===== config.mk =====
export PLATFORM = sky130hd
export DESIGN_NAME = fs_prefix_tls_rewriter
export DESIGN_NICKNAME = d
export VERILOG_FILES = /design/src/fsr_pkg.sv /design/src/fsr_cell.sv /design/src/fsr_ctrl.sv /design/src/fs_prefix_tls_rewriter.sv
export SDC_FILE = /design/constraint.sdc
export NUM_CORES = 2
export LEC_CHECK = 0
export ABC_AREA = 0
export BUFFER_PORTS_ARGS = -buffer_cell sky130_fd_sc_hd__buf_2
export CAP_MARGIN = 20
export CELL_PAD_IN_SITES_DETAIL_PLACEMENT = 2
export CELL_PAD_IN_SITES_GLOBAL_PLACEMENT = 2
export CORE_MARGIN = 10
export CORE_UTILIZATION = 41
export CTS_BUF_LIST = sky130_fd_sc_hd__clkbuf_8
export DETAILED_ROUTE_END_ITERATION = 7
export GPL_ROUTABILITY_DRIVEN = 0
export PLACE_DENSITY = 0.76
export SLEW_MARGIN = 20
export SYNTH_ARGS = -nofsm -noshare
export SYNTH_HDL_FRONTEND = slang
export SYNTH_SLANG_ARGS = --single-unit

===== constraint.sdc =====
create_clock -name clk -period 5.8 [get_ports clk]
set_input_delay 0.58 -clock clk [delete_from_list [all_inputs] [get_ports clk]]
set_output_delay 0.58 -clock clk [all_outputs]
set_load 0.01 [all_outputs]

===== src/fsr_pkg.sv =====
// Shared constants, types and byte classifiers for the FS prefix rewriter.
package fsr_pkg;

  localparam int unsigned MAX_PREFIXES_DEF = 14;

  localparam logic [7:0] BYTE_FS     = 8'h64;
  localparam logic [7:0] BYTE_GS     = 8'h65;
  localparam logic [7:0] BYTE_OPSIZE = 8'h66;
  localparam logic [7:0] BYTE_ADSIZE = 8'h67;
  localparam logic [7:0] BYTE_REPNE  = 8'hf2;
  localparam logic [7:0] BYTE_REP    = 8'hf3;
  localparam logic [7:0] BYTE_REX_LO = 8'h40;
  localparam logic [7:0] BYTE_REX_HI = 8'h4f;
  localparam logic [7:0] BYTE_ESC    = 8'h0f;

  typedef struct packed {
    logic        valid;
    logic        released;
    logic        start;
    logic        tail;
    logic        run_last;
    logic        seg_last;
    logic        rew;
    logic [7:0]  data;
    logic [31:0] total;
  } cell_t;

  typedef struct packed {
    logic        push_en;
    cell_t       push;
    logic        release_en;
    logic        match;
    logic        tail_last;
    logic [31:0] total;
  } bcast_t;

  function automatic logic is_legacy(input logic [7:0] b);
    return (b == BYTE_OPSIZE) || (b == BYTE_ADSIZE) || (b == BYTE_REPNE) || (b == BYTE_REP);
  endfunction

  function automatic logic is_rex(input logic [7:0] b);
    return (b >= BYTE_REX_LO) && (b <= BYTE_REX_HI);
  endfunction

  function automatic logic is_primary(input logic [7:0] b);
    logic hit;
    unique case (b)
      8'h01, 8'h03, 8'h29, 8'h2b, 8'h31, 8'h33, 8'h39, 8'h3b,
      8'h80, 8'h81, 8'h83, 8'h88, 8'h89, 8'h8a, 8'h8b, 8'h8d,
      8'hc6, 8'hc7, 8'hf7, 8'hff: hit = 1'b1;
      default: hit = 1'b0;
    endcase
    return hit;
  endfunction

  function automatic logic is_secondary(input logic [7:0] b);
    logic hit;
    unique case (b)
      8'haf, 8'hb1, 8'hb6, 8'hb7, 8'hbe, 8'hbf, 8'hc1: hit = 1'b1;
      default: hit = 1'b0;
    endcase
    return hit;
  endfunction

endpackage


===== src/fsr_cell.sv =====
// One cell of the byte chain: holds one byte and shifts toward the head on a pop.
module fsr_cell #(
  parameter int unsigned DEPTH = fsr_pkg::MAX_PREFIXES_DEF + 4,
  parameter int unsigned IDX   = 0
) (
  input  logic                     clk,
  input  logic                     rst_n,
  input  logic                     pop,
  input  fsr_pkg::cell_t           nbr,
  input  fsr_pkg::bcast_t          bc,
  input  logic [$clog2(DEPTH)-1:0] wr_idx,
  output fsr_pkg::cell_t           q
);
  import fsr_pkg::*;

  localparam int unsigned IW = $clog2(DEPTH);
  localparam logic [IW-1:0] MY_IDX = IW'(IDX);

  cell_t src;
  cell_t cell_nxt;
  cell_t cell_r;

  always_comb begin
    src = pop ? nbr : cell_r;
    cell_nxt = src;
    if (src.valid && !src.released && bc.release_en) begin
      cell_nxt.released = 1'b1;
      cell_nxt.total    = bc.total;
      cell_nxt.run_last = bc.tail_last & src.tail;
      cell_nxt.seg_last = 1'b0;
      if (bc.match && src.start) begin
        cell_nxt.data = BYTE_GS;
        cell_nxt.rew  = 1'b1;
      end
    end
    if (src.valid && !src.released && bc.push_en) begin
      cell_nxt.tail = 1'b0;
    end
    if (bc.push_en && (wr_idx == MY_IDX)) begin
      cell_nxt = bc.push;
    end
  end

  always_ff @(posedge clk) begin
    if (!rst_n) begin
      cell_r.valid <= 1'b0;
    end else begin
      cell_r <= cell_nxt;
    end
  end

  assign q = cell_r;

endmodule


===== src/fsr_ctrl.sv =====
// Scan controller: classifies each accepted byte and drives the chain broadcast.
module fsr_ctrl #(
  parameter int unsigned MAX_PREFIXES = fsr_pkg::MAX_PREFIXES_DEF
) (
  input  logic            clk,
  input  logic            rst_n,
  input  logic            accept,
  input  logic [7:0]      byte_in,
  input  logic            segment_end,
  output fsr_pkg::bcast_t bc
);
  import fsr_pkg::*;

  localparam int unsigned HW = $clog2(MAX_PREFIXES + 4);
  localparam logic [HW-1:0] MAX_HELD = HW'(MAX_PREFIXES);

  typedef enum logic [1:0] {
    ST_IDLE,
    ST_PFX,
    ST_REX,
    ST_ESC
  } state_t;

  state_t        state_r, state_nxt;
  logic [HW-1:0] held_r, held_nxt;
  logic [31:0]   count_r;

  logic pending, match, fail, hold, new_start, new_pending, ends;

  always_comb begin
    match     = 1'b0;
    fail      = 1'b0;
    hold      = 1'b0;
    state_nxt = state_r;
    unique case (state_r)
      ST_IDLE: begin
      end
      ST_ESC: begin
        match = is_secondary(byte_in);
        fail  = !match;
      end
      ST_PFX: begin
        priority if (is_legacy(byte_in)) begin
          hold = (held_r <= MAX_HELD);
          fail = !hold;
        end else if (is_rex(byte_in)) begin
          hold      = 1'b1;
          state_nxt = ST_REX;
        end else if (is_primary(byte_in)) begin
          match = 1'b1;
        end else if (byte_in == BYTE_ESC) begin
          hold      = 1'b1;
          state_nxt = ST_ESC;
        end else begin
          fail = 1'b1;
        end
      end
      ST_REX: begin
        priority if (is_primary(byte_in)) begin
          match = 1'b1;
        end else if (byte_in == BYTE_ESC) begin
          hold      = 1'b1;
          state_nxt = ST_ESC;
        end else begin
          fail = 1'b1;
        end
      end
      default: begin
      end
    endcase

    pending     = (state_r != ST_IDLE);
    ends        = match | fail;
    new_start   = (byte_in == BYTE_FS) && (!pending || fail);
    new_pending = !segment_end && (new_start || (pending && !ends));

    held_nxt = held_r;
    if (segment_end) begin
      state_nxt = ST_IDLE;
      held_nxt  = '0;
    end else if (new_start) begin
      state_nxt = ST_PFX;
      held_nxt  = HW'(1);
    end else if (ends) begin
      state_nxt = ST_IDLE;
      held_nxt  = '0;
    end else if (hold) begin
      held_nxt = held_r + HW'(1);
    end

    bc.push_en        = accept;
    bc.push.valid     = 1'b1;
    bc.push.released  = !new_pending;
    bc.push.start     = new_start;
    bc.push.tail      = 1'b1;
    bc.push.run_last  = !new_pending;
    bc.push.seg_last  = !new_pending && segment_end;
    bc.push.rew       = 1'b0;
    bc.push.data      = byte_in;
    bc.push.total     = count_r + {31'd0, match};
    bc.release_en     = accept && pending && (ends || segment_end);
    bc.match          = match;
    bc.tail_last      = new_pending;
    bc.total          = count_r + {31'd0, match};
  end

  always_ff @(posedge clk) begin
    if (!rst_n) begin
      state_r <= ST_IDLE;
      held_r  <= '0;
      count_r <= '0;
    end else if (accept) begin
      state_r <= state_nxt;
      held_r  <= held_nxt;
      count_r <= count_r + {31'd0, match};
    end
  end

endmodule


===== src/fs_prefix_tls_rewriter.sv =====
// Top level of the FS-to-GS prefix rewriter: scan controller and byte chain.
//
//  channel | direction | handshake          | payload
//  in_     | input     | in_valid/in_ready  | byte_in, segment_end
//  out_    | output    | out_valid/out_ready| byte_out, was_rewritten, run_last,
//          |           |                    | segment_last, rewrite_total
//
// Each accepted byte is written into the chain in the cycle of its transfer and
// reaches the output register at the head in the next cycle at the earliest.
// The head cell is the output register; one result leaves per cycle while out_ready
// is high, and input is taken while the chain has room.
// A held run stays in the chain until its deciding byte arrives.
// Reset is synchronous and empties the chain and clears the rewrite count.
module fs_prefix_tls_rewriter #(
  parameter int unsigned MAX_PREFIXES = fsr_pkg::MAX_PREFIXES_DEF
) (
  input  logic        clk,
  input  logic        rst_n,
  input  logic        in_valid,
  output logic        in_ready,
  input  logic [7:0]  in_byte_in,
  input  logic        in_segment_end,
  output logic        out_valid,
  input  logic        out_ready,
  output logic [7:0]  out_byte_out,
  output logic        out_was_rewritten,
  output logic        out_run_last,
  output logic        out_segment_last,
  output logic [31:0] out_rewrite_total
);
  import fsr_pkg::*;

  localparam int unsigned DEPTH = MAX_PREFIXES + 4;
  localparam int unsigned IW    = $clog2(DEPTH);
  localparam int unsigned CW    = $clog2(DEPTH + 1);
  localparam logic [CW-1:0] DEPTH_C = CW'(DEPTH);

  cell_t   cells [DEPTH];
  cell_t   nbrs  [DEPTH];
  bcast_t  bc;
  logic    accept, pop;
  logic [CW-1:0] fill_r, fill_nxt, after_pop;
  logic [IW-1:0] wr_idx;

  assign in_ready  = (fill_r < DEPTH_C);
  assign accept    = in_valid && in_ready;
  assign out_valid = cells[0].valid && cells[0].released;
  assign pop       = out_valid && out_ready;
  assign after_pop = fill_r - {{(CW-1){1'b0}}, pop};
  assign wr_idx    = after_pop[IW-1:0];
  assign fill_nxt  = after_pop + {{(CW-1){1'b0}}, accept};

  always_ff @(posedge clk) begin
    if (!rst_n) begin
      fill_r <= '0;
    end else begin
      fill_r <= fill_nxt;
    end
  end

  fsr_ctrl #(.MAX_PREFIXES(MAX_PREFIXES)) u_ctrl (
    .clk         (clk),
    .rst_n       (rst_n),
    .accept      (accept),
    .byte_in     (in_byte_in),
    .segment_end (in_segment_end),
    .bc          (bc)
  );

  for (genvar i = 0; i < DEPTH; i++) begin : g_cell
    if (i == DEPTH - 1) begin : g_end
      assign nbrs[i] = '0;
    end else begin : g_mid
      assign nbrs[i] = cells[i+1];
    end
    fsr_cell #(.DEPTH(DEPTH), .IDX(i)) u_cell (
      .clk    (clk),
      .rst_n  (rst_n),
      .pop    (pop),
      .nbr    (nbrs[i]),
      .bc     (bc),
      .wr_idx (wr_idx),
      .q      (cells[i])
    );
  end

  assign out_byte_out      = cells[0].data;
  assign out_was_rewritten = cells[0].rew;
  assign out_run_last      = cells[0].run_last;
  assign out_segment_last  = cells[0].seg_last;
  assign out_rewrite_total = cells[0].total;

endmodule


==> metrics.md <==
| Metric | Value |
|---|---|
| Outcome | finished, final reports clean |
| RR Endpoint | g_cell[12].u_cell.q[20] |
| Post_cts resized | 0 |
| Pwr dens | 340.7 nW/um^2 |
| # rows | ~120 |
| Combinational power share | approximately 16% |
| CP Data Required Time | 6.32 ns |
| Die X | ~340 um |
| Reg2Reg Depth | 15 |
| GR Overflow Total | 0 |
| Via-to-Cell Ratio | 5.767 |
| Final setup viols | 0 |
| Final clock skew | roughly 0.047 ns |
| Port buffer count | 57 |
| Clock sink total | 890 |
| Min-Delay Path Class | primary input to flip-flop |
| Fin crit share | 78.49% |
| Worst Path Arrival | around 5.1 ns |
| H-tree depth | 4 |
| Initial Util | ~41% |
| CTS Hold Bufs | 0 |
| Final Power | 16.43 mW |
| Syn Std Cell Area | between 40000 and 50000 um^2 |
| Worst skew pair latency | approximately 0.85 ns |
| Worst slew margin | between 20 and 30% |
| Total CTS buffers | 159 |
| Crit. End Element | flip-flop |
| Sw Share | ~30% |
| Initial antenna violation count | 4 |
| Hold Path Origin | in_byte_in[3] |
| Most common cell after layout, fill and taps aside | nand2_1 |
| Peak VDD IR | between 0.2 and 0.25 mV |
| Postcts setup bufs | 0 |
| Post-synth top area share | ~58% |
| Routed vias | roughly 30k |
| Largest net degree at the start of global routing | 212 |
| Hold EP | g_cell[17].u_cell.q[35] |
| Synth cell types | 73 |
| Synth-to-layout area growth | 11.62% |
| Detailed Place HPWL | ~88000 um |
| Main synth FF type | edfxtp_1 |
| Leak pwr | around 16 nW |
| Yosys top cell by area | edfxtp_1 |
| Fill cells | between 10k and 15k |
| Setup crit start kind | primary input |
| Drc violations | 0 |
| Syn avg cell area | 11.70 um^2 |
| Internal | between 10 and 15 mW |
| Slew @ Worst Pin | 1.124 ns |
| GRT Util Overall | about a quarter |
| R2R Setup Slk | 1.29 ns |
| Synth Instances | about 3.7k |
| Core box area | 105000 um^2 |
| Root buf cell | clkbuf_8 |
| Maxcap violations | 0 |
| Max clock buf depth | 3 |
| Main area contributors after synthesis | edfxtp_1, mux2i_1, nand2_1 |
| Register area share after synthesis | about three fifths |
| Fin crit period | 4.553 ns |
| Seq pwr share | roughly half |
| Final wirelength | between 100000 and 150000 um |
| Die area | 118800 um^2 |
| Nets | 3733 |
| Worst r2r src | u_ctrl.state_r[0] |
| Post-route antenna net violation count | 0 |
| Ports | 58 |
| Max-slew violation count | 0 |
| Synthesized net count | approximately 3.7k |
| Switching Power | around 4.9 mW |
| CTS tree | yes |
| First-pass GRT wire length | 216300 um |
| Setup TNS | 0 ns |
| Avg WL per Cell | between 20 and 30 um |
| Worst hold margin | around 0.23 ns |
| Final hold violations | 0 |
| Ys async rst share | 0% |
| Drt first-iter violations | slightly below 2k |
| Maximum fanout along the worst path | 28 |
| Share of post-route cells with drive strength above 1 | 12.05% |
| Hold depth | 2 |
| Vias in the first global route | 33.59k |
| Synth warnings | 0 |
| F_max | between 0.2 and 0.25 GHz |
| #FFs+latches synth | about 900 |
| RSZ-0062 raised after global routing | false |
| Clk slew on worst S/H paths | approximately 0.06 ns |
| DRT Pass-1 Iters | 5 |
| Clock Power Share | 34.4% |
| Height of the die | around 340 um |
| Crit path kind | primary input to flip-flop |
| Most frequent cells in the layout | nand2_1, edfxtp_1, mux2i_1 |
| EDFF count, synth | roughly 830 |
==> flip-flops by register name (all words and copies together) (netlist names) <==
| register | cells |
|---|---|
| g_cell.u_cell.q | 846 |
| u_ctrl.count_r | 32 |
| fill_r | 5 |
| u_ctrl.held_r | 5 |
| u_ctrl.state_r | 2 |
==> metal layers <==
layer  global-route usage (%)  routed length (um)
met3                    3.467                5052
met4                    8.954                5010
met5                        0                  13
met1                    28.71               58930
met2                    42.90               73960
==> critical path, stage by stage <==
cell	delay, ns
buf_2	0.48
nor2_1	0.14
and3_1	0.24
a311oi_1	0.60
a2bb2oi_2	0.24
nor2_1	0.09
ha_1	0.28
ha_1	0.26
and3_1	0.26
and3_1	0.25
nand4_1	0.20
or2_2	0.25
nor2_1	0.09
xnor2_2	0.81
mux2i_1	0.26
==> logic make-up after synthesis <==
group,Yosys count,synth area share (%)
DFF,890,60.42
adders and majority gates,12,0.3475
muxes,652,15.11
buffers and inverters,356,4.202
and+or+nand+nor,1329,12.57
AOI/OAI and AO/OA,393,6.087
xor gates and xnor gates,62,1.257
==> layout make-up <==
type	count	area (um^2)	area share, %
multi-input combinational	2448	15760	32.68
inverter	24	97.59	0.2024
clock buffer	177	2436	5.052
clock inverter	110	510.5	1.059
timing repair buffer	185	1569	3.253
tap	1391	1740	3.609
sequential	890	26110	54.13
antenna	2	5.005	0.01038
==> how the worst max path moves through the flow <==
stage	start	end	slack, ns
after floorplan	out_ready	g_cell[17].u_cell.q[0]	0.36
after global placement	in_byte_in[4]	g_cell[14].u_cell.q[30]	0.70
after detailed placement	in_byte_in[4]	g_cell[8].u_cell.q[28]	0.40
after CTS	in_byte_in[4]	g_cell[2].u_cell.q[30]	1.30
after global routing	in_byte_in[4]	g_cell[3].u_cell.q[28]	0.89
final	in_byte_in[4]	g_cell[3].u_cell.q[28]	1.25
==> metrics by stage <==
| stage | instances | area [um^2] | worst slack, ns | util [%] |
|---|---|---|---|---|
| after global placement | 4938 | 45260 | 0.7014 | 43.12 |
| after CTS | 5225 | 48210 | 1.305 | 45.92 |
| after global routing | 5227 | 48230 | 0.8859 | 45.94 |
| after floorplan | 3694 | 43210 | 0.3616 | - |
| after detailed placement | 4938 | 45260 | 0.3985 | 43.12 |
| final | 5227 | 48230 | 1.247 | 45.94 |
==> power groups by stage <==
stage / registers, mW / clock network, mW / logic (mW)
3_3_place_gp: 8.25 / 0 / 2.48
3_5_place_dp: 8.28 / 0 / 2.60
6_report: 8.16 / 5.65 / 2.62
2_1_floorplan: 8.13 / 0 / 1.76
4_1_cts: 8.16 / 5.78 / 2.63
5_1_grt: 8.21 / 6.03 / 2.85
==> cells in the mapped netlist (all sizes together) (3+ instances only) <==
master and count:
dfxtp 62, xnor2 30, nand2b 14, nand3 23, o21a 19, buf 127, a31oi 89, o311ai 4
and2 21, nand4 17, o2111ai 14, nand2 889, a32oi 16, a32o 4, or2 3, clkinv 4
inv 20, mux2i 651, clkbuf 205, nor2b 4, a21oi 40, o21ai 94, and3 12, o22ai 35
or4 19, or3 22, and4 5, nor3 15, edfxtp 828, o31ai 3, a211oi 7, o221ai 17
nor2 272, o21bai 6, xor2 32, a2bb2oi 19, ha 12, a22o 10
(Power assumes the default switching activity.)
